==> src/hw/rtl/cc20ks_pkg.sv <==
// shared types, constants and helper functions for the chacha20 keystream block
package cc20ks_pkg;

    // number of double rounds, also the number of cells in the round ring
    localparam int DOUBLE_ROUNDS = 10;
    // one cell step is a quarter of a round, eight steps make one double round
    localparam int TOTAL_STEPS   = 8 * DOUBLE_ROUNDS;
    localparam int STEP_W        = $clog2(TOTAL_STEPS + 1);

    localparam int CHUNKS        = 8;
    localparam int CHUNK_IDX_W   = 3;

    // configuration port geometry, registers are 64 bits at 8-byte spacing
    localparam int PADDR_W       = 6;
    localparam int PDATA_W       = 64;

    typedef logic [31:0]       word_t;
    typedef logic [15:0][31:0] state_t;

    // ChaCha constant words "expand 32-byte k"
    localparam word_t SIGMA0 = 32'h6170_7865;
    localparam word_t SIGMA1 = 32'h3320_646e;
    localparam word_t SIGMA2 = 32'h7962_2d32;
    localparam word_t SIGMA3 = 32'h6b20_6574;

    // configuration register indexes
    typedef enum logic [2:0] {
        REG_KEY_PART0  = 3'd0,
        REG_KEY_PART1  = 3'd1,
        REG_KEY_PART2  = 3'd2,
        REG_KEY_PART3  = 3'd3,
        REG_NONCE_LOW  = 3'd4,
        REG_NONCE_HIGH = 3'd5
    } reg_index_t;

    // which quarter of the quarter round a cell applies
    typedef enum logic [1:0] {
        SUB_AD16 = 2'd0,
        SUB_CB12 = 2'd1,
        SUB_AD8  = 2'd2,
        SUB_CB7  = 2'd3
    } sub_step_t;

    // key and nonce as held by the configuration registers
    typedef struct packed {
        logic [63:0] key_part0;
        logic [63:0] key_part1;
        logic [63:0] key_part2;
        logic [63:0] key_part3;
        logic [63:0] nonce_low;
        logic [31:0] nonce_high;
    } cfg_t;

    // one block in flight through the ring
    typedef struct packed {
        logic              valid;
        logic [STEP_W-1:0] step;
        word_t             ctr;
        state_t            st;
    } slot_t;

    function automatic word_t rotl(word_t v, int unsigned n);
        return (v << n) | (v >> (32 - n));
    endfunction

    // initial 16-word state from constants, key, counter and nonce
    function automatic state_t init_state(cfg_t c, word_t ctr);
        state_t s;
        s[0]  = SIGMA0;
        s[1]  = SIGMA1;
        s[2]  = SIGMA2;
        s[3]  = SIGMA3;
        s[4]  = c.key_part0[31:0];
        s[5]  = c.key_part0[63:32];
        s[6]  = c.key_part1[31:0];
        s[7]  = c.key_part1[63:32];
        s[8]  = c.key_part2[31:0];
        s[9]  = c.key_part2[63:32];
        s[10] = c.key_part3[31:0];
        s[11] = c.key_part3[63:32];
        s[12] = ctr;
        s[13] = c.nonce_low[31:0];
        s[14] = c.nonce_low[63:32];
        s[15] = c.nonce_high;
        return s;
    endfunction

endpackage

==> src/hw/rtl/cc20ks_outbuf.sv <==
// output stage: adds the initial state back in and sends eight 64-bit chunks
module cc20ks_outbuf (
    input  logic                               clk,
    input  logic                               rst_n,
    input  logic                               load,
    input  cc20ks_pkg::slot_t                  blk,
    input  cc20ks_pkg::cfg_t                   cfg,
    output logic                               can_load,
    output logic                               ks_valid,
    input  logic                               ks_stall,
    output logic [63:0]                        keystream_chunk,
    output logic [cc20ks_pkg::CHUNK_IDX_W-1:0] chunk_index,
    output logic                               last_chunk
);

    localparam logic [cc20ks_pkg::CHUNK_IDX_W-1:0] LAST_IDX =
        cc20ks_pkg::CHUNK_IDX_W'(cc20ks_pkg::CHUNKS - 1);

    logic                                  busy_reg, busy_next;
    logic [cc20ks_pkg::CHUNK_IDX_W-1:0]    idx_reg, idx_next;
    logic [cc20ks_pkg::CHUNKS-1:0][63:0]   chunks_reg;
    logic [cc20ks_pkg::CHUNKS-1:0][63:0]   chunks_load;
    cc20ks_pkg::state_t                    init_st;
    cc20ks_pkg::state_t                    sum_st;
    logic                                  drain;
    logic                                  drain_last;

    // feed-forward add of the original state
    assign init_st = cc20ks_pkg::init_state(cfg, blk.ctr);

    always_comb
    begin
        for (int w = 0; w < 16; w++)
        begin
            sum_st[w] = init_st[w] + blk.st[w];
        end
        for (int k = 0; k < cc20ks_pkg::CHUNKS; k++)
        begin
            chunks_load[k] = {sum_st[2 * k + 1], sum_st[2 * k]};
        end
    end

    // output transaction bookkeeping
    assign drain      = busy_reg && !ks_stall;
    assign drain_last = drain && (idx_reg == LAST_IDX);
    assign can_load   = !busy_reg || drain_last;

    always_comb
    begin
        busy_next = busy_reg;
        idx_next  = idx_reg;
        if (load)
        begin
            busy_next = 1'b1;
            idx_next  = '0;
        end
        else if (drain)
        begin
            idx_next = idx_reg + 1'b1;
            if (drain_last)
            begin
                busy_next = 1'b0;
            end
        end
    end

    always_ff @(posedge clk or negedge rst_n)
    begin
        if (!rst_n)
        begin
            busy_reg <= 1'b0;
            idx_reg  <= '0;
        end
        else
        begin
            busy_reg <= busy_next;
            idx_reg  <= idx_next;
        end
    end

    // chunk shift line, head is the chunk on offer
    always_ff @(posedge clk)
    begin
        if (load)
        begin
            chunks_reg <= chunks_load;
        end
        else if (drain)
        begin
            for (int k = 0; k < cc20ks_pkg::CHUNKS - 1; k++)
            begin
                chunks_reg[k] <= chunks_reg[k + 1];
            end
        end
    end

    assign ks_valid        = busy_reg;
    assign keystream_chunk = chunks_reg[0];
    assign chunk_index     = idx_reg;
    assign last_chunk      = (idx_reg == LAST_IDX);

endmodule
==> config.mk <==
export PLATFORM = sky130hd
export DESIGN_NAME = cc20ks_outbuf
export DESIGN_NICKNAME = d
export VERILOG_FILES = /design/src/hw/rtl/cc20ks_pkg.sv /design/src/hw/rtl/cc20ks_outbuf.sv
export SDC_FILE = /design/constraint.sdc
export NUM_CORES = 2
export LEC_CHECK = 0
export ABC_AREA = 1
export BUFFER_PORTS_ARGS = -buffer_cell sky130_fd_sc_hd__buf_2
export CAP_MARGIN = 20
export CELL_PAD_IN_SITES_DETAIL_PLACEMENT = 1
export CELL_PAD_IN_SITES_GLOBAL_PLACEMENT = 1
export CORE_AREA = 2 2 376 378
export DETAILED_ROUTE_END_ITERATION = 8
export DIE_AREA = 0 0 378 380
export PLACE_DENSITY_LB_ADDON = 0.1
export RECOVER_POWER = 25
export SLEW_MARGIN = 20
export SYNTH_ARGS = -nofsm -noshare
export SYNTH_HDL_FRONTEND = slang
export SYNTH_SLANG_ARGS = --single-unit
==> constraint.sdc <==
create_clock -name clk -period 30.7 [get_ports clk]
set_input_delay 1.535 -clock clk [delete_from_list [all_inputs] [get_ports clk]]
set_output_delay 1.535 -clock clk [all_outputs]
set_load 0.005 [all_outputs]
==> summary.md <==
| Metric | Value |
|---|---|
| Outcome | finished, violations left |
| Failing checks | max-capacitance violations, max-slew violations |
| Vias | 57.3k |
| Cell taking the most area after synthesis | edfxtp_1 |
| Pint | 1.72 mW |
| Initial core utilization | 37.6% |
| Required time of the critical path | 30.95 ns |
| Max-Cap Viols | 9 |
| Hold-fix buffers, CTS | 0 |
| Total global routing overflow | 0 |
| Initial antenna violation count | 69 |
| Clock-pin slew on the worst setup and hold paths | 0.06 ns |
| Drt wl/cell | 21.8 µm |
| Worst setup EP type | register |
| CP max FO | 164 |
| Relative slew slack | -162% |
| Mapped Area | 52300 µm² |
| Root Buffer | clkbuf_16 |
| GRT Util Overall | 33.0% |
| Post-synth cell types | 45 |
| Pleak | 33.4 nW |
| Core Box Area | 139000 µm² |
| H-tree levels | 3 |
| Final ANT Viol Nets | 0 |
| Die Y | 380 µm |
| Clk_skew | 0.0261 ns |
| Drt drc | 0 |
| RSZ-0062 raised after global routing | false |
| Die ar. | 144000 µm² |
| Final Instance Area | 61100 µm² |
| Cts bufs inserted | 68 |
| Worst hold path class | reg -> reg |
| #FFs+latches synth | 516 |
| Mean Syn Cell Area | 6.29 µm² |
| Num rows | 137 |
| TritonRoute pass-1 iters | 7 |
| Top cell type's share of synthesized area | 29.4% |
| Syn Inst Count | 8321 |
| Postcts setup bufs | 0 |
| Vias in the first global route | 59.7k |
| Worst setup SP type | primary input |
| Clock sinks | 516 |
| Hpwl dp | 210000 µm |
| Final core utilization | 43.9% |
| Final #Nets | 10.5k |
| CP arrival | 11.82 ns |
| Port bufs | 969 |
| Achievable Freq | 0.0864 GHz |
| Measured slew at the worst slew-check pin | 3.92 ns |
| Ys Warns | 0 |
| Final number of max-transition violations | 614 |
| Switching Fraction | 36.6% |
| Final Hold Viols | 0 |
| Skew-Pair Late Insertion Delay | 0.65 ns |
| Post-Route WL | 243000 µm |
| Crit Path Class | in -> reg |
| Placement Cell Area | 58800 µm² |
| Final worst path period share | 37.7% |
| PD cells | 44.5 nW/µm² |
| GPL Wtd Cong | 0.986 |
| Largest net degree at the start of global routing | 206 |
| P&R area growth vs syn | 16.7% |
| P_sw | 0.995 mW |
| Sequential cell area fraction in the yosys report | 29.6% |
| Register share of total power | 34.9% |
| Post-synth net total | 9619 |
| Clock period minus worst slack | 11.57 ns |
| IO Count | 978 |
| Initial drt markers | 3119 |
| Max FFs per register | 448 |
| Final setup fails | 0 |
| Combinational power share | 33.2% |
| Clock power frac | 31.9% |
| Worst vdd ir | 0.0325 mV |
| Layout cells sized above 1 | 11.8% |
| Post-CTS resize count | 0 |
| Die X | 378 µm |
| Setup_tns | 0 ns |
| DR vias/cell | 5.13 |
| FILL cells | 19.0k |
| TritonCTS clock tree | yes |
| Top cells by area, synth | edfxtp_1 29%, nand2_1 25%, inv_1 9.4%, ha_1 9.0%, nand3_1 6.2% |
| First-pass GRT wire length | 358000 µm |
| Clock buffer depth | 3 |
through the flow:
stage | hold slack (ns) | total power [mW] | instances | setup slack (ns)
2_1_floorplan | 0.487 | 1.51 | 8321 | 8.03
4_1_cts | 0.508 | 2.73 | 11100 | 25.89
5_1_grt | 0.534 | 2.86 | 11100 | 18.33
3_5_place_dp | 0.500 | 1.86 | 11000 | 25.18
3_3_place_gp | 0.495 | 1.84 | 11000 | 25.30
6_report | 0.504 | 2.72 | 11200 | 19.13
kinds of logic after synthesis:
| kind of cell | share of synthesized area (%) |
|---|---|
| AND/OR/NAND/NOR | 38.9 |
| buffers and inverters | 11.3 |
| AO/OA/AOI/OAI | 7.05 |
| flip-flops | 29.6 |
| adder cells (fa/ha/maj) | 9.49 |
| XOR/XNOR | 3.65 |
cell usage in the layout, fill, tap and decap left out, types with 64 or more instances in the layout:
cell type / netlist / final
clkbuf_16: 0 / 71
inv_1: 1314 / 1314
nor2_1: 614 / 614
xor2_1: 64 / 64
xnor2_1: 154 / 154
ha_1: 378 / 378
nand3_1: 650 / 650
clkbuf_1: 26 / 68
nor3_1: 73 / 73
nand2_1: 3486 / 3491
o21ai_0: 231 / 241
buf_2: 61 / 916
edfxtp_1: 512 / 512
a21oi_1: 330 / 330
critical path, stage by stage:
cell and delay [ns]:
clkbuf_1 2.05, clkinvlp_2 3.88, o21ai_0 1.59, buf_12 0.68
buf_4 0.89, buf_4 0.85
power groups by stage:
stage / Combinational, mW / Sequential (mW) / Clock [mW]
2_1_floorplan: 0.543 / 0.964 / 0
3_3_place_gp: 0.879 / 0.957 / 0
3_5_place_dp: 0.897 / 0.962 / 0
4_1_cts: 0.901 / 0.947 / 0.882
5_1_grt: 0.995 / 0.957 / 0.905
6_report: 0.902 / 0.948 / 0.868
metal layers:
layer  global-route usage, %  vias up  wire length, µm
li1                        -    28100                -
met3                    5.08      477            13500
met2                    59.2     1519           121000
met4                    16.2       74            12400
met1                    37.8    27200            95900
met5                       0        -              472
layout make-up:
type,count,area (µm²),area share (%)
diodes,30,75.1,0.123
flip-flops and latches,516,15500,25.3
multi-input cells,6316,30900,50.7
repair buffers,985,4900,8.02
clock buffers,79,1810,2.96
well taps,1876,2350,3.84
clock inverters,42,562,0.920
inverters,1326,4980,8.15
Yosys cell counts (all sizes together):
| cell | count |
|---|---|
| nand2 | 3504 |
| inv | 1326 |
| nand3 | 660 |
| nor2 | 633 |
| edfxtp | 512 |
| ha | 378 |
| a21oi | 331 |
| o21ai | 274 |
| xnor2 | 154 |
| buf | 137 |
| nor3 | 76 |
| xor2 | 64 |
| nand3b | 63 |
| nand4 | 63 |
| o21bai | 37 |
| clkbuf | 26 |
| a21o | 17 |
| a31oi | 17 |
| fa | 12 |
| o211ai | 7 |
| or2 | 7 |
| o21a | 6 |
| and2 | 4 |
| dfrtp | 4 |
| a21boi | 3 |
| nor4 | 2 |
| and3 | 1 |
| nand2b | 1 |
| o22ai | 1 |
| o31ai | 1 |
worst paths after layout:
kind	from	to	slack (ns)	depth (start not counted)
worst max register to register	ks_valid$_DFFE_PN0P_	keystream_chunk[21]$_DFFE_PP_	26.45	5
min in group asynchronous	rst_n	chunk_index[2]$_DFFE_PN0P_	0.71	1
worst max-delay path	load	keystream_chunk[21]$_DFFE_PP_	19.13	6
worst min register to register	chunks_reg[280]$_DFFE_PP_	chunks_reg[216]$_DFFE_PP_	0.50	2
max in group asynchronous	rst_n	chunk_index[0]$_DFFE_PN0P_	29.79	1
worst min-delay path	chunks_reg[280]$_DFFE_PP_	chunks_reg[216]$_DFFE_PP_	0.50	2
No activity file was read; power rests on OpenSTA's default activity.
